### src/hdl/csvt_pkg.sv
// Package with the types and constants of the CSV field tokenizer.
package csvt_pkg;

  localparam logic [7:0] CH_QUOTE = 8'h22;
  localparam logic [7:0] CH_COMMA = 8'h2C;
  localparam logic [7:0] CH_LF    = 8'h0A;
  localparam logic [7:0] CH_CR    = 8'h0D;
  localparam logic [7:0] CH_NUL   = 8'h00;

  localparam int QUEUE_AW    = 2;
  localparam int QUEUE_DEPTH = 1 << QUEUE_AW;

  typedef enum logic [1:0] {
    EV_DATA  = 2'd0,
    EV_FIELD = 2'd1,
    EV_ROW   = 2'd2
  } event_kind_t;

  // Results caused by one accepted byte: one or two events.
  typedef struct packed {
    logic        two_events;
    event_kind_t kind0;
    logic [7:0]  byte0;
    event_kind_t kind1;
    logic [7:0]  byte1;
  } plan_t;

endpackage

### src/hdl/csvt_ifs.sv
// Channel interfaces for the input bytes and the tokenizer events.
interface csvt_in_if;
  logic       valid;
  logic       ready;
  logic [7:0] text_byte;
  logic       end_of_input;

  modport source (output valid, output text_byte, output end_of_input, input ready);
  modport sink (input valid, input text_byte, input end_of_input, output ready);
endinterface

interface csvt_out_if;
  logic       valid;
  logic       ready;
  logic [1:0] event_kind;
  logic [7:0] data_byte;
  logic       last_of_run;

  modport source (output valid, output event_kind, output data_byte, output last_of_run,
                  input ready);
  modport sink (input valid, input event_kind, input data_byte, input last_of_run,
                output ready);
endinterface

### src/hdl/csvt_front.sv
// Front end: parser flags and classification of each byte into an event plan.
module csvt_front import csvt_pkg::*; (
  input  logic        clk,
  input  logic        rst_n,
  csvt_in_if.sink     in_ch,
  output plan_t       push_plan,
  output logic        push_valid,
  input  logic        push_ready
);

  logic in_quoted_r, in_quoted_nxt;
  logic field_start_r, field_start_nxt;
  logic quote_pend_r, quote_pend_nxt;
  logic cr_pend_r, cr_pend_nxt;
  logic has_bytes_r, has_bytes_nxt;
  logic [1:0] ev_count;
  logic accept;

  always_comb begin
    event_kind_t kind_v [2];
    logic [7:0]  byte_v [2];
    logic        done;
    logic        is_end;
    logic [7:0]  b;

    b       = in_ch.text_byte;
    is_end  = in_ch.end_of_input || (b == CH_NUL);
    kind_v[0] = EV_DATA;
    kind_v[1] = EV_DATA;
    byte_v[0] = CH_NUL;
    byte_v[1] = CH_NUL;
    ev_count  = 2'd0;
    done      = 1'b0;

    in_quoted_nxt   = in_quoted_r;
    field_start_nxt = field_start_r;
    quote_pend_nxt  = 1'b0;
    cr_pend_nxt     = 1'b0;
    has_bytes_nxt   = has_bytes_r;

    // Resolve the byte of lookahead held from the previous transaction.
    if (quote_pend_r) begin
      if (!is_end && b == CH_QUOTE) begin
        kind_v[0]     = EV_DATA;
        byte_v[0]     = CH_QUOTE;
        ev_count      = 2'd1;
        has_bytes_nxt = 1'b1;
        done          = 1'b1;
      end else begin
        in_quoted_nxt = 1'b0;
      end
    end else if (cr_pend_r) begin
      if (!is_end && b == CH_LF) begin
        kind_v[0]       = EV_ROW;
        ev_count        = 2'd1;
        has_bytes_nxt   = 1'b0;
        field_start_nxt = 1'b1;
        done            = 1'b1;
      end else begin
        kind_v[0]     = EV_DATA;
        byte_v[0]     = CH_CR;
        ev_count      = 2'd1;
        has_bytes_nxt = 1'b1;
      end
    end

    if (!done && is_end) begin
      if (has_bytes_nxt) begin
        kind_v[ev_count[0]] = EV_FIELD;
        byte_v[ev_count[0]] = CH_NUL;
        ev_count            = ev_count + 2'd1;
      end
      in_quoted_nxt   = 1'b0;
      field_start_nxt = 1'b1;
      has_bytes_nxt   = 1'b0;
      done            = 1'b1;
    end

    if (!done && field_start_nxt) begin
      field_start_nxt = 1'b0;
      if (b == CH_QUOTE) begin
        in_quoted_nxt = 1'b1;
        done          = 1'b1;
      end
    end

    if (!done) begin
      if (in_quoted_nxt) begin
        if (b == CH_QUOTE) begin
          quote_pend_nxt = 1'b1;
        end else begin
          kind_v[ev_count[0]] = EV_DATA;
          byte_v[ev_count[0]] = b;
          ev_count            = ev_count + 2'd1;
          has_bytes_nxt       = 1'b1;
        end
      end else if (b == CH_COMMA || b == CH_LF) begin
        kind_v[ev_count[0]] = (b == CH_COMMA) ? EV_FIELD : EV_ROW;
        byte_v[ev_count[0]] = CH_NUL;
        ev_count            = ev_count + 2'd1;
        has_bytes_nxt       = 1'b0;
        field_start_nxt     = 1'b1;
      end else if (b == CH_CR) begin
        cr_pend_nxt = 1'b1;
      end else begin
        kind_v[ev_count[0]] = EV_DATA;
        byte_v[ev_count[0]] = b;
        ev_count            = ev_count + 2'd1;
        has_bytes_nxt       = 1'b1;
      end
    end

    push_plan.two_events = ev_count[1];
    push_plan.kind0      = kind_v[0];
    push_plan.byte0      = byte_v[0];
    push_plan.kind1      = kind_v[1];
    push_plan.byte1      = byte_v[1];
  end

  // The queue must have room before any byte is taken, even one without events.
  assign in_ch.ready = push_ready;
  assign accept      = in_ch.valid && push_ready;
  assign push_valid  = accept && (ev_count != 2'd0);

  always_ff @(posedge clk) begin
    if (!rst_n) begin
      in_quoted_r   <= 1'b0;
      field_start_r <= 1'b1;
      quote_pend_r  <= 1'b0;
      cr_pend_r     <= 1'b0;
      has_bytes_r   <= 1'b0;
    end else if (accept) begin
      in_quoted_r   <= in_quoted_nxt;
      field_start_r <= field_start_nxt;
      quote_pend_r  <= quote_pend_nxt;
      cr_pend_r     <= cr_pend_nxt;
      has_bytes_r   <= has_bytes_nxt;
    end
  end

endmodule

### src/hdl/csvt_queue.sv
// Small FIFO of event plans between the front end and the back end.
module csvt_queue import csvt_pkg::*; (
  input  logic  clk,
  input  logic  rst_n,
  input  plan_t push_plan,
  input  logic  push_valid,
  output logic  push_ready,
  output plan_t pop_plan,
  output logic  pop_valid,
  input  logic  pop_ready
);

  plan_t                 entries_r [QUEUE_DEPTH];
  logic [QUEUE_AW-1:0]   wr_ptr_r, wr_ptr_nxt;
  logic [QUEUE_AW-1:0]   rd_ptr_r, rd_ptr_nxt;
  logic [QUEUE_AW:0]     count_r, count_nxt;
  logic                  do_push, do_pop;

  assign push_ready = (count_r != QUEUE_DEPTH[QUEUE_AW:0]);
  assign pop_valid  = (count_r != '0);
  assign pop_plan   = entries_r[rd_ptr_r];
  assign do_push    = push_valid && push_ready;
  assign do_pop     = pop_valid && pop_ready;

  always_comb begin
    wr_ptr_nxt = do_push ? wr_ptr_r + 1'b1 : wr_ptr_r;
    rd_ptr_nxt = do_pop ? rd_ptr_r + 1'b1 : rd_ptr_r;
    count_nxt  = count_r;
    if (do_push && !do_pop) begin
      count_nxt = count_r + 1'b1;
    end else if (!do_push && do_pop) begin
      count_nxt = count_r - 1'b1;
    end
  end

  always_ff @(posedge clk) begin
    if (!rst_n) begin
      wr_ptr_r <= '0;
      rd_ptr_r <= '0;
      count_r  <= '0;
    end else begin
      wr_ptr_r <= wr_ptr_nxt;
      rd_ptr_r <= rd_ptr_nxt;
      count_r  <= count_nxt;
    end
  end

  always_ff @(posedge clk) begin
    if (do_push) begin
      entries_r[wr_ptr_r] <= push_plan;
    end
  end

endmodule

### src/hdl/csvt_back.sv
// Back end: plays out the one or two events of each plan on the result channel.
module csvt_back import csvt_pkg::*; (
  input  logic        clk,
  input  logic        rst_n,
  input  plan_t       pop_plan,
  input  logic        pop_valid,
  output logic        pop_ready,
  csvt_out_if.source  out_ch
);

  logic second_r, second_nxt;
  logic is_last;
  logic out_fire;

  assign is_last  = second_r || !pop_plan.two_events;
  assign out_fire = out_ch.valid && out_ch.ready;

  assign out_ch.valid       = pop_valid;
  assign out_ch.event_kind  = second_r ? pop_plan.kind1 : pop_plan.kind0;
  assign out_ch.data_byte   = second_r ? pop_plan.byte1 : pop_plan.byte0;
  assign out_ch.last_of_run = is_last;
  assign pop_ready          = out_ch.ready && is_last;

  always_comb begin
    second_nxt = second_r;
    if (out_fire) begin
      second_nxt = !is_last;
    end
  end

  always_ff @(posedge clk) begin
    if (!rst_n) begin
      second_r <= 1'b0;
    end else begin
      second_r <= second_nxt;
    end
  end

endmodule

### src/hdl/csv_field_tokenizer.sv
// Top level of the streaming CSV field tokenizer.
//
// The block takes CSV text on in_ch, one byte per transaction, with
// end_of_input (or a zero byte) closing the input. It emits events on
// out_ch: a field data byte, an end of field, or an end of field and row.
// A byte causes zero, one or two events; last_of_run marks the final
// event that a byte caused.
// The front end accepts one byte every cycle while the queue has room, and
// updates the parser flags in that same cycle, so a byte can follow in the
// next cycle. Its events go into a four-entry plan queue; the back end plays
// each plan out at one event per cycle while out_ch is ready. A byte's plan
// is registered in the queue before its first event shows on out_ch. A byte
// with two events holds the back end for both; the queue absorbs bursts.
// When out_ch stalls, the queue fills and in_ch.ready drops once it holds
// four plans; a stalled event holds its value until taken.
// Synchronous reset clears the flags and empties the queue; there is no
// clearing pass, so the block is ready as soon as reset is released.
module csv_field_tokenizer import csvt_pkg::*; (
  input  logic        clk,
  input  logic        rst_n,
  csvt_in_if.sink     in_ch,
  csvt_out_if.source  out_ch
);

  // Plan from the front end toward the queue.
  plan_t push_plan;
  logic  push_valid;
  logic  push_ready;

  // Head of the queue toward the back end.
  plan_t pop_plan;
  logic  pop_valid;
  logic  pop_ready;

  // Byte classification and parser flags.
  csvt_front u_front (
    .clk        (clk),
    .rst_n      (rst_n),
    .in_ch      (in_ch),
    .push_plan  (push_plan),
    .push_valid (push_valid),
    .push_ready (push_ready)
  );

  // Decoupling queue; its registered head also isolates the two channels.
  csvt_queue u_queue (
    .clk        (clk),
    .rst_n      (rst_n),
    .push_plan  (push_plan),
    .push_valid (push_valid),
    .push_ready (push_ready),
    .pop_plan   (pop_plan),
    .pop_valid  (pop_valid),
    .pop_ready  (pop_ready)
  );

  // Event sequencing onto the result channel.
  csvt_back u_back (
    .clk       (clk),
    .rst_n     (rst_n),
    .pop_plan  (pop_plan),
    .pop_valid (pop_valid),
    .pop_ready (pop_ready),
    .out_ch    (out_ch)
  );

endmodule

### src/flat_wrapper.sv
// flat-port wrapper written by rule: the top's interface ports become plain ports
module csv_field_tokenizer_flat import csvt_pkg::*;
  (clk, rst_n, in_ch_valid, in_ch_text_byte, in_ch_end_of_input, in_ch_ready, out_ch_valid, out_ch_event_kind, out_ch_data_byte, out_ch_last_of_run, out_ch_ready);
  csvt_in_if in_ch_i ();
  csvt_out_if out_ch_i ();
  input  logic clk;
  input  logic rst_n;
  input wire logic [$bits(in_ch_i.valid)-1:0] in_ch_valid;
  input wire logic [$bits(in_ch_i.text_byte)-1:0] in_ch_text_byte;
  input wire logic [$bits(in_ch_i.end_of_input)-1:0] in_ch_end_of_input;
  output wire logic [$bits(in_ch_i.ready)-1:0] in_ch_ready;
  output wire logic [$bits(out_ch_i.valid)-1:0] out_ch_valid;
  output wire logic [$bits(out_ch_i.event_kind)-1:0] out_ch_event_kind;
  output wire logic [$bits(out_ch_i.data_byte)-1:0] out_ch_data_byte;
  output wire logic [$bits(out_ch_i.last_of_run)-1:0] out_ch_last_of_run;
  input wire logic [$bits(out_ch_i.ready)-1:0] out_ch_ready;
  assign in_ch_i.valid = in_ch_valid;
  assign in_ch_i.text_byte = in_ch_text_byte;
  assign in_ch_i.end_of_input = in_ch_end_of_input;
  assign in_ch_ready = in_ch_i.ready;
  assign out_ch_valid = out_ch_i.valid;
  assign out_ch_event_kind = out_ch_i.event_kind;
  assign out_ch_data_byte = out_ch_i.data_byte;
  assign out_ch_last_of_run = out_ch_i.last_of_run;
  assign out_ch_i.ready = out_ch_ready;
  csv_field_tokenizer u_core (.clk(clk), .rst_n(rst_n), .in_ch(in_ch_i), .out_ch(out_ch_i));
endmodule
### config.mk
export PLATFORM = sky130hd
export DESIGN_NAME = csv_field_tokenizer_flat
export DESIGN_NICKNAME = d
export VERILOG_FILES = /design/src/hdl/csvt_pkg.sv /design/src/hdl/csvt_ifs.sv /design/src/hdl/csvt_front.sv /design/src/hdl/csvt_queue.sv /design/src/hdl/csvt_back.sv /design/src/hdl/csv_field_tokenizer.sv /design/src/flat_wrapper.sv
export SDC_FILE = /design/constraint.sdc
export NUM_CORES = 1
export LEC_CHECK = 0
export BUFFER_PORTS_ARGS = -buffer_cell sky130_fd_sc_hd__buf_2
export CAP_MARGIN = 30
export CORE_MARGIN = 3
export CORE_UTILIZATION = 43
export DETAILED_ROUTE_END_ITERATION = 7
export GPL_ROUTABILITY_DRIVEN = 0
export PLACE_DENSITY = 0.58
export SLEW_MARGIN = 10
export SYNTH_ARGS = -nofsm -noshare
export SYNTH_HDL_FRONTEND = slang
export SYNTH_HIERARCHICAL = 1
export SYNTH_SLANG_ARGS = --single-unit
### constraint.sdc
create_clock -name clk -period 12.8 [get_ports clk]
set_input_delay 1.28 -clock clk [delete_from_list [all_inputs] [get_ports clk]]
set_output_delay 1.28 -clock clk [all_outputs]
set_load 0.1 [all_outputs]
; ---- Yosys cells after proc, flatten, opt, wreduce, memory -nomap -nowiden
; Memory sizes are Yosys's and may differ from the RTL's. A register that Yosys moved wholly into a read port is not among the register bits.
; Index checks and enable logic that the tools add are counted.
[classes]
addsub = 6
mul = 0
div = 0
n_lt_le_gt_ge = 4
n_eq_ne = 5
shifts = 0
n_mux = 87
n_bitwise = 11
reduce_logical = 28
[ops]
columns = op, n
row1 = $mux W16, 7
row2 = $mux W1, 41
row3 = $mux W4, 9
row4 = $mux W2, 17
row5 = $and A16 B16 Y16, 2
row6 = $mux W8, 4
row7 = $not A16 Y16, 2
row8 = $bwmux W16, 1
row9 = $demux W8 S1, 2
row10 = $eq A8 B4 Y1 const B, 2
row11 = $eq A8 B6 Y1 const B, 2
row12 = $logic_and A1 B1 Y1, 14
row13 = $add A2 B1 Y2 const B, 4
row14 = $logic_not A8 Y1, 1
row15 = $logic_not A1 Y1, 7
row16 = $mux W3, 2
row17 = $mux W6, 1
row18 = $and A4 B4 Y4, 1
row19 = $bwmux W4, 1
row20 = $demux W2 S1, 2
row21 = $ge A2 B2 Y1 const B, 2
row22 = $lt A2 B1 Y1 const B, 2
row23 = $not A1 Y2, 2
row24 = $not A4 Y4, 1
row25 = 9 further kinds, 12
[totals]
register_bits = 13
latch_bits = 0
ramBits = 84
romBits = 0
in_bits = 13
word_cells = 151
mem_count = 1
[memory_table]
columns = memory, depth, width, rd, rd_ports_with_merged_regs, wr, line_no
row1 = u_core.u_queue.entries_r, 4, 21, 1, 1, 1, csvt_queue.sv:13  ; plan_t entries_r [QUEUE_DEPTH];

; ---- Longest topological paths before layout
; Gate-level depths: netlist of run 1.
[logic_depth]
word_depth = 22
ltp_mapped = 21

; ---- Cells and area by module
; The synthesis of run 1 kept the hierarchy.
[modules_own_cells]
columns = mod, n_inst, cells_each, area_each_um2, seq_area_each_um2
row1 = csvt_queue, 1, 157, 3534.6, 2702.6
row2 = csvt_front, 1, 114, 817.0, 100.1
row3 = csvt_back, 1, 18, 226.5, 20.0

; ---- Worst setup path before layout of run 1
; Ideal clock, no wire load.
[synth_path]
kind = input port to flip-flop
startpoint = input in_ch_text_byte[2]
endpoint = register u_core.u_queue.count_r[2]
arrival_time_ns = 5.311
t_required_ns = 12.724
path_slack_ns = 7.413
cell_stages = 21
path_cell_list = clkbuf_2 > nor3b_1 > nand3_1 > nor3_1 > or3_1 > a21boi_0 > ha_1 > o32a_1 > inv_1 > buf_2 > ha_1 > inv_1 > nor4_1 > a311oi_2 > a21boi_4 > ha_1 > inv_1 > fa_1 > xor2_1 > or3_1 > a21boi_0
[synth_between]
elab_chain_len = 21
elab_cells_between_ends = 53
cone_classes = add/sub (2) / eq/ne (4) / mux (30) / reduce/logical (17)
[synth_rtl]
columns = item, line_no
row1 = from (decl), flat_wrapper.sv:9  ; input wire logic [$bits(in_ch_i.text_byte)-1:0] in_ch_text_byte;
row2 = "parallel branches: the longest is 14 deep, another holds $add A2 B1 Y2", --
row3 = $mux W2 *, csvt_front.sv:87  ; if (!done) begin
row4 = $reduce_bool A2 Y1 *, csvt_front.sv:123  ; assign push_valid = accept && (ev_count != 2'd0);
row5 = $logic_and A1 B1 Y1 *, csvt_front.sv:123
row6 = via u_core.push_valid, csv_field_tokenizer.sv:27  ; logic push_valid;
row7 = $logic_and A1 B1 Y1 *, csvt_queue.sv:22  ; assign do_push = push_valid && push_ready;
row8 = via u_core.u_queue.do_push, csvt_queue.sv:17  ; logic do_push, do_pop;
row9 = $logic_not A1 Y1, csvt_queue.sv:31  ; end else if (!do_push && do_pop) begin
row10 = $logic_and A1 B1 Y1, csvt_queue.sv:31
row11 = $reduce_bool A2 Y1 (no line), --
row12 = to (signal assigned), csvt_queue.sv:44  ; count_r <= count_nxt;
row13 = to (decl), csvt_queue.sv:16  ; logic [QUEUE_AW:0] count_r, count_nxt;
; Mark *: on every way through the listed nets, which the timed path passes.
; A chain may end at the register's enable or synchronous reset.

; ---- Worst setup path in the final report of run 1
[layout_path]
startpoint = input in_ch_text_byte[4]
endpoint = register u_core.u_queue.count_r[2]
; The elaborated chain is that of the path after synthesis.

==> metrics.txt, run 1 <==
hold_buf cts=0; placed cell area=4800 µm²; Max Cap Viol=0; Yosys top cell area share=0.551; Syn-to-layout area delta=9.10%; initial antenna violation count=0; Seq/Total Area, Yosys=0.617; Max Fclk=170 MHz; Global Route Usage Sum=0.156; ranking of synthesized cells by area=edfxtp_1 55%, mux4_2 10%, dfxtp_1 6.6%; post-CTS setup buffers=0; pwr dens=185 nW/µm²; antenna-violating nets left=0; final hold vios=0; Worst VDD drop=127 µV; Min-Delay Startpoint=u_core/u_queue/wr_ptr_r[0]$_SDFFE_PN0P_; largest net degree at the start of global routing=22; post-synth top area cell=edfxtp_1; vias in the first global route=2552; chip width=109 µm; I/O pins=26; most numerous cell in the Yosys netlist=edfxtp_1; PortBufs=25; Core Area=10300 µm²; setup violators final=0; Synth warnings=6; Final Util=0.484; Initial Utilization=0.443; syn_nets=311; FP Rows=37; drt pass-1 iters=4; Setup TNS=0 ns; CTS Root Cell=clkbuf_8; Slew @ Worst Pin=0.945 ns; final worst-path setup slack=6.92 ns; Distinct cells, synth=57; DR vias=2494; CP endpoint kind=flop; Post-synth top flop=edfxtp_1; cells after synthesis=289; Post-synth ARST share=0; Via density=5.49; CTS tree=built; status=complete, no violations; die area=11900 µm²; relative slew slack=0.369; DRC Markers=0; global-route wire length before repair=13.8 mm; final worst path period need=5.88 ns; DP Worst Slack=6.60 ns; mean routed wirelength per cell=18.9 µm; Synth Register Bits=99; Worst Skew=0.0106 ns; Design Area, Final=4990 µm²; clock sink count=99; Tcrit/Tclk final=0.460; number of antenna diodes=0; layout cells sized above 1=0.296; global route overflow=0; RSZ-0062 raised after global routing=no; Reg clk slew, reported paths=0.09 ns; Leakage=1.77 nW; Mapped Avg Cell Area=15.8 µm²; kind of critical path=primary input to flop; CTS H-tree depth=3; top post-synthesis cells by count=84 x edfxtp_1, 21 x mux4_2, 15 x dfxtp_1; clk_lat worst skew=0.35 ns; Crit Path Max Fanout=11; HP Class=flop to flop; Arrival @ worst endpoint=6.16 ns; Worst setup SP type=primary input; Clock Tree Buf Depth=2; number of synthesized flops with an enable pin=84; Slew Viols, Final=0; Routed WL=8.56 mm; DP HPWL=5.56 mm; # resized after CTS=0; Mapped Area=4580 µm²; total CTS buffers=9; nets=335; 1st-iter DRT viols=144; die height=109 µm; Crit. Startpoint=in_ch_text_byte[4]; Worst R2R Start=u_core/u_front/quote_pend_r$_SDFFE_PN0P_; Critical Path RT=13.08 ns
[where the power goes]
part / internal, mW / switching (mW) / total [mW]
combinational: 0.105 / 0.225 / 0.330
sequential: 0.378 / 0.0203 / 0.399
clock: 0.0909 / 0.104 / 0.195
total: 0.574 / 0.350 / 0.924
[worst paths after layout]
kind	to	slack, ns	cells past startpoint
worst max register to register	u_core/u_queue/count_r[2]$_SDFFE_PN0P_	8.16	18
worst min register to register	u_core/u_queue/wr_ptr_r[0]$_SDFFE_PN0P_	0.50	2
worst max-delay path	u_core/u_queue/count_r[2]$_SDFFE_PN0P_	6.92	20
worst min-delay path	u_core/u_queue/wr_ptr_r[0]$_SDFFE_PN0P_	0.50	2
[registers in the layout, indices dropped and copies added (netlist names), named ones only]
name,count
u_core/u_back/second_r,1
u_core/u_front/cr_pend_r,1
u_core/u_front/field_start_r,1
u_core/u_front/has_bytes_r,1
u_core/u_front/in_quoted_r,1
u_core/u_front/quote_pend_r,1
u_core/u_queue/count_r,3
u_core/u_queue/entries_r,84
u_core/u_queue/rd_ptr_r,2
u_core/u_queue/wr_ptr_r,2
[cell usage in the layout (no fill, tap or decap), drive strengths merged, types with 4 or more instances in the layout]
master  count
or3         4
edfxtp     84
a21boi      6
mux4       21
nand4       4
a31o        6
nor3        6
nor2       10
ha          8
buf        31
o21ai       5
inv        10
and3        9
and2       14
clkbuf     10
mux2       10
nand2       9
clkinv      4
dfxtp      15
nand2b      4
[worst max-delay path: stages]
cell      delay [ns]
buf_2           0.11
nor3_2          0.52
nand3_1         0.27
nor3_1          0.47
or3_1           0.21
a21boi_0        0.25
ha_1            0.28
o32a_1          0.27
inv_1           0.31
ha_1            0.30
inv_1           0.06
nor4_1          0.05
a311oi_2        0.20
a21boi_4        0.29
ha_1            0.21
inv_1           0.06
fa_1            0.38
xor2_1          0.18
or3_1           0.30
a21boi_0        0.16
[logic make-up (layout without fill, tap and decap cells)]
| family | Yosys count | count (layout) | share of synthesized area |
|---|---|---|---|
| adder cells (fa/ha/maj) | 9 | 9 | 0.0262 |
| other | 1 | 1 | 0.000819 |
| XOR/XNOR | 4 | 4 | 0.00765 |
| flip-flops | 99 | 99 | 0.617 |
| multiplexers | 34 | 34 | 0.143 |
| buffers and inverters | 27 | 56 | 0.0328 |
| AND/OR/NAND/NOR | 78 | 78 | 0.102 |
| AO/OA/AOI/OAI | 37 | 37 | 0.0711 |
[layer usage]
metal	routed length, µm	GRT usage
met1	3850	0.205
met2	4180	0.254
met3	301	0.0326
met4	227	0.0597
met5	0	0
[metrics by stage]
| stage | power, mW | std cells | hold slack [ns] |
|---|---|---|---|
| after floorplan | 0.697 | 289 | 0.468 |
| after global placement | 0.741 | 438 | 0.495 |
| after detailed placement | 0.741 | 438 | 0.498 |
| after CTS | 0.939 | 454 | 0.512 |
| after global routing | 0.966 | 454 | 0.534 |
| final | 0.924 | 454 | 0.505 |
[final cells by class]
class	instances	area [µm²]
clock buffers	10	128
clock inverters	6	65.1
fillers	883	5330
inverters	9	33.8
multi-input cells	163	1610
flip-flops and latches	99	2820
well taps	136	170
repair buffers	31	170
(Power assumes the default switching activity.)
==> run 2: changes to the inputs <==
PLACE_DENSITY = 0.6   (was 0.58)
clock period = 5.1 ns   (was 12.8 ns; I/O delays follow)
==> run 2 against run 1 <==
- die area is the same
- largest cell class unchanged
- final area grew 0.45%
- largest power group unchanged
- cell count grew 0.66%
- power grew to 2.5 times the previous value
==> metrics.txt, run 2 (synthesis results as in run 1) <==
CP endpoint kind=flop (unchanged); Max Cap Viol=0 (unchanged); final worst-path setup slack=0.665 ns (was 6.92 ns); Slowest cell on crit path=fa_1 (was nor3_2); final hold vios=0 (unchanged); PortBufs=25 (unchanged); kind of critical path=primary input to flop (unchanged); RSZ-0062 raised after global routing=no (unchanged); Max Used Layer=met4 (unchanged); Crit Path Max Fanout=11 (unchanged); chip width=109 µm (unchanged); mean routed wirelength per cell=18.2 µm (was 18.9 µm); Leakage=1.79 nW (was 1.77 nW); DP Worst Slack=0.329 ns (was 6.60 ns); DP HPWL=5.49 mm (was 5.56 mm); R2R cell count=17 (was 18); register area=2820 µm² (unchanged); global route overflow=0 (unchanged); clk_lat worst skew=0.36 ns (was 0.35 ns); routed wl met3=273 µm (was 301 µm); die height=109 µm (unchanged); max incr delay on CP=0.37 ns (was 0.52 ns); Syn-to-layout area delta=9.59% (was 9.10%); placed cell area=4820 µm² (was 4800 µm²); Worst Skew=0.00600 ns (was 0.0106 ns); R2R setup slack=0.79 ns (was 8.16 ns); NetSw=0.877 mW (was 0.350 mW); final worst path period need=4.43 ns; status=complete, no violations (unchanged); biggest regs=u_core/u_queue/entries_r x84, u_core/u_queue/count_r x3 (unchanged); post-CTS setup buffers=0 (unchanged); commonest cells after routing, fill and taps aside=84 x edfxtp_1, 25 x buf_2, 21 x mux4_2 (unchanged); CTS Root Cell=clkbuf_8 (unchanged); relative slew slack=0.431 (was 0.369); nets=338 (was 335); Worst VDD drop=238 µV (was 127 µV); Global Route Usage Sum=0.157 (was 0.156); hold_buf cts=0 (unchanged); Clock power frac=0.212 (was 0.211); Max Fclk=226 MHz; Via density=5.47 (was 5.49); FP Rows=37 (unchanged); I/O pins=26 (unchanged); Clock Tree Buf Depth=2 (unchanged); CTS tree=built (unchanged); Routed WL=8.31 mm (was 8.56 mm); vias in the first global route=2587 (was 2552); WL met2=4.13 mm (was 4.18 mm); CTS H-tree depth=3 (unchanged); most common library cell in the layout ignoring fill and taps=edfxtp_1 (unchanged); HP Class=primary input to flop (was flop to flop); Sw Share=0.378 (was 0.379); fillers=880 (was 883); register share of total power=0.439 (was 0.432); global-route wire length before repair=13.9 mm (was 13.8 mm); multi-input logic area=1610 µm² (unchanged); setup violators final=0 (unchanged); largest net degree at the start of global routing=22 (unchanged); Reg clk slew, reported paths=0.09 ns (about the same); Slew @ Worst Pin=0.852 ns (was 0.945 ns); Final Util=0.486 (was 0.484); Tcrit/Tclk final=0.870; Worst setup SP type=primary input (unchanged); number of antenna diodes=0 (unchanged); Reg with most FFs=u_core/u_queue/entries_r (unchanged); logic gate share of total power=0.349 (was 0.357); layout cells sized above 1=0.305 (was 0.296); DR vias=2502 (was 2494); antenna-violating nets left=0 (unchanged); Design Area, Final=5020 µm² (was 4990 µm²); Slew Viols, Final=0 (unchanged); initial antenna violation count=0 (unchanged); Arrival @ worst endpoint=4.72 ns (was 6.16 ns); M1 WL=3.76 mm (was 3.85 mm); Core Area=10300 µm² (unchanged); P_int=1.44 mW (was 0.574 mW); Setup TNS=0 ns (unchanged); DRC Markers=0 (unchanged); hold path depth=2 (unchanged); clock sink count=99 (unchanged); Critical Path RT=5.39 ns (was 13.08 ns); pwr dens=462 nW/µm² (was 185 nW/µm²); worst path cell trace=buf_2 > nor3b_1 > nand3_1 > nor3_1 > or3_1 > a21boi_0 > ha_1 > o32a_1 > inv_1 > ha_1 > inv_1 > nor4_1 > a311oi_2 > a21boi_4 > ha_1 > inv_1 > fa_1 > xor2_1 > or3_1 > a21boi_0 (was buf_2 > nor3_2 > nand3_1 > nor3_1 > or3_1 > a21boi_0 > ha_1 > o32a_1 > inv_1 > ha_1 > inv_1 > nor4_1 > a311oi_2 > a21boi_4 > ha_1 > inv_1 > fa_1 > xor2_1 > or3_1 > a21boi_0); Initial Utilization=0.443 (unchanged); total CTS buffers=9 (unchanged); 1st-iter DRT viols=186 (was 144); drt pass-1 iters=4 (unchanged); die area=11900 µm² (unchanged); max FFs per register=84 (unchanged); # resized after CTS=0 (unchanged)
[run 2: worst paths after layout]
| path | to | start |
|---|---|---|
| worst max-delay path | u_core/u_queue/count_r[2]$_SDFFE_PN0P_ | in_ch_text_byte[1] |
| worst min-delay path | u_core/u_front/field_start_r$_SDFFE_PN1P_ | rst_n |
| worst min register to register | u_core/u_queue/wr_ptr_r[1]$_SDFFE_PN0P_ | u_core/u_queue/wr_ptr_r[1]$_SDFFE_PN0P_ |
| worst max register to register | u_core/u_queue/count_r[2]$_SDFFE_PN0P_ | u_core/u_front/quote_pend_r$_SDFFE_PN0P_ |
[run 2: power groups by stage]
stage	Combinational [mW]	Sequential (mW)	Clock, mW
4_1_cts	0.820	1.02	0.507
5_1_grt	0.858	1.03	0.536
2_1_floorplan	0.748	1.00	0
6_report	0.808	1.02	0.491
3_3_place_gp	0.813	1.04	0
3_5_place_dp	0.818	1.04	0
[run 2: worst max-delay path, delay by kind of cell]
| family | cells | cell delay (ns) |
|---|---|---|
| AND/OR/NAND/NOR | 6 | 1.31 |
| AO/OA/AOI/OAI | 5 | 1.21 |
| adder cells (fa/ha/maj) | 4 | 1.12 |
| buffers and inverters | 4 | 0.40 |
| XOR/XNOR | 1 | 0.17 |
[run 2: stage by stage]
step | power [mW] | hold WS, ns | instances
after floorplan | 1.75 | 0.468 | 289
after global placement | 1.85 | 0.493 | 441
after detailed placement | 1.86 | 0.496 | 441
after CTS | 2.35 | 0.462 | 457
after global routing | 2.42 | 0.495 | 457
final | 2.32 | 0.465 | 457
[run 2: layout make-up]
| cell class | count | share of cell area |
|---|---|---|
| repair buffers | 34 | 0.0384 |
| flip-flops and latches | 99 | 0.563 |
| well taps | 136 | 0.0339 |
| clock buffers | 10 | 0.0254 |
| clock inverters | 6 | 0.0130 |
| inverters | 9 | 0.00673 |
| multi-input cells | 163 | 0.320 |
[run 2: layer usage]
| layer | up-vias | track usage |
|---|---|---|
| met5 | - | 0 |
| met4 | 0 | 0.0668 |
| met3 | 11 | 0.0195 |
| met2 | 41 | 0.260 |
| met1 | 1276 | 0.210 |
| li1 | 1174 | - |
==> run 3: changes to the inputs <==
CORE_UTILIZATION = 45   (was 43)
PLACE_DENSITY = 0.62   (was 0.6)
clock period = 3.95 ns   (was 5.1 ns; I/O delays follow)
==> run 3 against run 2 <==
- worst hold slack worse by 0.10 ns
- worst setup slack worse by 0.42 ns
- critical path type is now flop to flop
- critical path depth is 3 lower
- critical endpoint unchanged
- highest routed layer unchanged
- power is 30% higher
==> metrics.txt, run 3 (synthesis results as in run 1) <==
Reg with most FFs=u_core/u_queue/entries_r (unchanged); Crit. Startpoint=u_core/u_front/quote_pend_r$_SDFFE_PN0P_ (was in_ch_text_byte[1]); Worst Skew=0.0119 ns (was 0.00600 ns); final hold vios=0 (unchanged); Reg clk slew, reported paths=0.10 ns (was 0.09 ns); RSZ-0062 raised after global routing=no (unchanged); Clock Tree Buf Depth=2 (unchanged); largest net degree at the start of global routing=22 (unchanged); total CTS buffers=9 (unchanged); total power=3.01 mW (was 2.32 mW); Syn-to-layout area delta=13.6% (was 9.59%); most used routing layer=met2 (unchanged); Arrival @ worst endpoint=4.00 ns (was 4.72 ns); Core Area=9820 µm² (was 10300 µm²); grt met1 use=0.222 (was 0.210); Worst setup SP type=flop (was primary input); DRC Markers=0 (unchanged); Tcrit/Tclk final=0.937; met2 usage=0.266 (was 0.260); mean routed wirelength per cell=18.2 µm (about the same); 1st-iter DRT viols=164 (was 186); Setup TNS=0 ns (unchanged); fillers=839 (was 880); relative slew slack=0.413 (was 0.431); antenna-violating nets left=0 (unchanged); global-route wire length before repair=14.3 mm (was 13.9 mm); layout cells sized above 1=0.354 (was 0.305); Worst R2R Start=u_core/u_front/quote_pend_r$_SDFFE_PN0P_ (unchanged); kind of critical path=flop to flop (was primary input to flop); Initial Utilization=0.466 (was 0.443); Leakage=1.88 nW (was 1.79 nW); Crit Path Max Fanout=5 (was 11); Slew @ Worst Pin=0.879 ns (was 0.852 ns); clk_lat worst skew=0.36 ns (about the same); final worst path period need=3.70 ns; Max Cap Viol=0 (unchanged); CP endpoint kind=flop (unchanged); Max Fclk=270 MHz; max FFs per register=84 (unchanged); CTS H-tree depth=3 (unchanged); PortBufs=25 (unchanged); chip width=107 µm (was 109 µm); vias in the first global route=2702 (was 2587); Slowest cell on crit path=dfxtp_2 (was fa_1); Slew Viols, Final=0 (unchanged); status=complete, no violations (unchanged); pwr dens=579 nW/µm² (was 462 nW/µm²); multi-input logic area=1650 µm² (was 1610 µm²); max incr delay on CP=0.38 ns (was 0.37 ns); Worst VDD drop=342 µV (was 238 µV); number of antenna diodes=0 (unchanged); FP Rows=36 (was 37); Global Route Usage Sum=0.164 (was 0.157); HP Class=primary input to flop (unchanged); setup violators final=0 (unchanged); Crit path top cell by count=inv_1; most common library cell in the layout ignoring fill and taps=edfxtp_1 (unchanged); clock sink count=99 (unchanged); R2R cell count=17 (unchanged); DR vias=2569 (was 2502); register area=2820 µm² (about the same); Worst Setup EP=u_core/u_queue/count_r[2]$_SDFFE_PN0P_ (unchanged); global route overflow=0 (unchanged); die area=11400 µm² (was 11900 µm²); DP HPWL=5.50 mm (was 5.49 mm); R2R setup slack=0.25 ns (was 0.79 ns); initial antenna violation count=0 (unchanged); biggest regs=u_core/u_queue/entries_r x84, u_core/u_queue/count_r x3 (unchanged); Critical Path RT=4.25 ns (was 5.39 ns); drt pass-1 iters=4 (unchanged); CTS Root Cell=clkbuf_8 (unchanged); worst path cell trace=and2b_1 > or3_1 > a21boi_2 > ha_1 > o32a_1 > inv_1 > ha_1 > inv_1 > nor4_1 > a311oi_2 > a21boi_4 > ha_2 > inv_1 > fa_2 > xor2_1 > or3_1 > a21boi_1 (was buf_2 > nor3b_1 > nand3_1 > nor3_1 > or3_1 > a21boi_0 > ha_1 > o32a_1 > inv_1 > ha_1 > inv_1 > nor4_1 > a311oi_2 > a21boi_4 > ha_1 > inv_1 > fa_1 > xor2_1 > or3_1 > a21boi_0); commonest cells after routing, fill and taps aside=84 x edfxtp_1, 25 x buf_2, 21 x mux4_2 (unchanged); nets=350 (was 338); M3 GR Usage=0.0247 (was 0.0195); die height=107 µm (was 109 µm); CTS tree=built (unchanged); Via density=5.51 (was 5.47); Routed WL=8.49 mm (was 8.31 mm); I/O pins=26 (unchanged); Worst R2R End=u_core/u_queue/count_r[2]$_SDFFE_PN0P_ (unchanged)
## run 3: changes by cell type in the layout (fill, tap and decap cells not counted), moves of 2 or more
cell,change
nor3_4,+2
buf_12,+4
a21boi_0,-2
inv_8,+2
buf_4,+8
## run 3: timing repair
action                     in CTS  in global routing
gates resized for setup         0                  1
hold buffers                    0                  0
setup endpoints to repair       0                  1
buffers inserted                0                  0
## run 3: how the worst min path moves through the flow
stage,start,to,depth (start not counted)
floorplan,u_core/u_queue/wr_ptr_r[1]$_SDFFE_PN0P_,u_core/u_queue/wr_ptr_r[1]$_SDFFE_PN0P_,2
global placement,u_core/u_queue/wr_ptr_r[1]$_SDFFE_PN0P_,u_core/u_queue/wr_ptr_r[1]$_SDFFE_PN0P_,2
detailed placement,u_core/u_queue/wr_ptr_r[1]$_SDFFE_PN0P_,u_core/u_queue/wr_ptr_r[1]$_SDFFE_PN0P_,2
CTS,rst_n,u_core/u_front/field_start_r$_SDFFE_PN1P_,2
global route,rst_n,u_core/u_front/field_start_r$_SDFFE_PN1P_,2
finish,rst_n,u_core/u_front/field_start_r$_SDFFE_PN1P_,2
## run 3: metal layers
| metal | share of wire | wire length (µm) | vias up |
|---|---|---|---|
| met5 | 0 | 0 | - |
| li1 | - | - | 1211 |
| met3 | 0.031 | 261 | 12 |
| met1 | 0.47 | 3960 | 1295 |
| met2 | 0.48 | 4120 | 51 |
| met4 | 0.018 | 149 | 0 |
## run 3: through the flow
| stage | instances | area, µm² | worst slack, ns | utilization | hold WS, ns |
|---|---|---|---|---|---|
| finish | 466 | 5200 | 0.248 | 0.529 | 0.365 |
| global route | 466 | 5200 | 0.0333 | 0.529 | 0.407 |
| CTS | 466 | 5200 | 0.217 | 0.529 | 0.361 |
| detailed placement | 450 | 5000 | -0.00895 | 0.510 | 0.505 |
| global placement | 450 | 5000 | 0.0913 | 0.510 | 0.485 |
| floorplan | 289 | 4640 | -0.168 | - | 0.468 |
## run 3: worst max-delay path, delay by kind of cell, from the launching register on
| kind | cells | cell delay (ns) |
|---|---|---|
| buffers and inverters | 3 | 0.18 |
| AO/OA/AOI/OAI | 5 | 0.88 |
| AND/OR/NAND/NOR | 4 | 0.94 |
| adder cells (fa/ha/maj) | 4 | 1.11 |
| flip-flops | 1 | 0.38 |
| XOR/XNOR | 1 | 0.17 |
## run 3: final cells by class
type,instances,area share
clock buffers,9,0.0238
repair buffers,46,0.0640
flip-flops and latches,99,0.543
inverters,9,0.00650
multi-input cells,163,0.317
well taps,133,0.0320
clock inverters,7,0.0135
## run 3: report_power, final
group | switching (mW) | internal [mW] | total [mW]
Combinational | 0.733 | 0.359 | 1.09
Sequential | 0.0666 | 1.23 | 1.29
Clock | 0.379 | 0.247 | 0.626
Total | 1.18 | 1.83 | 3.01
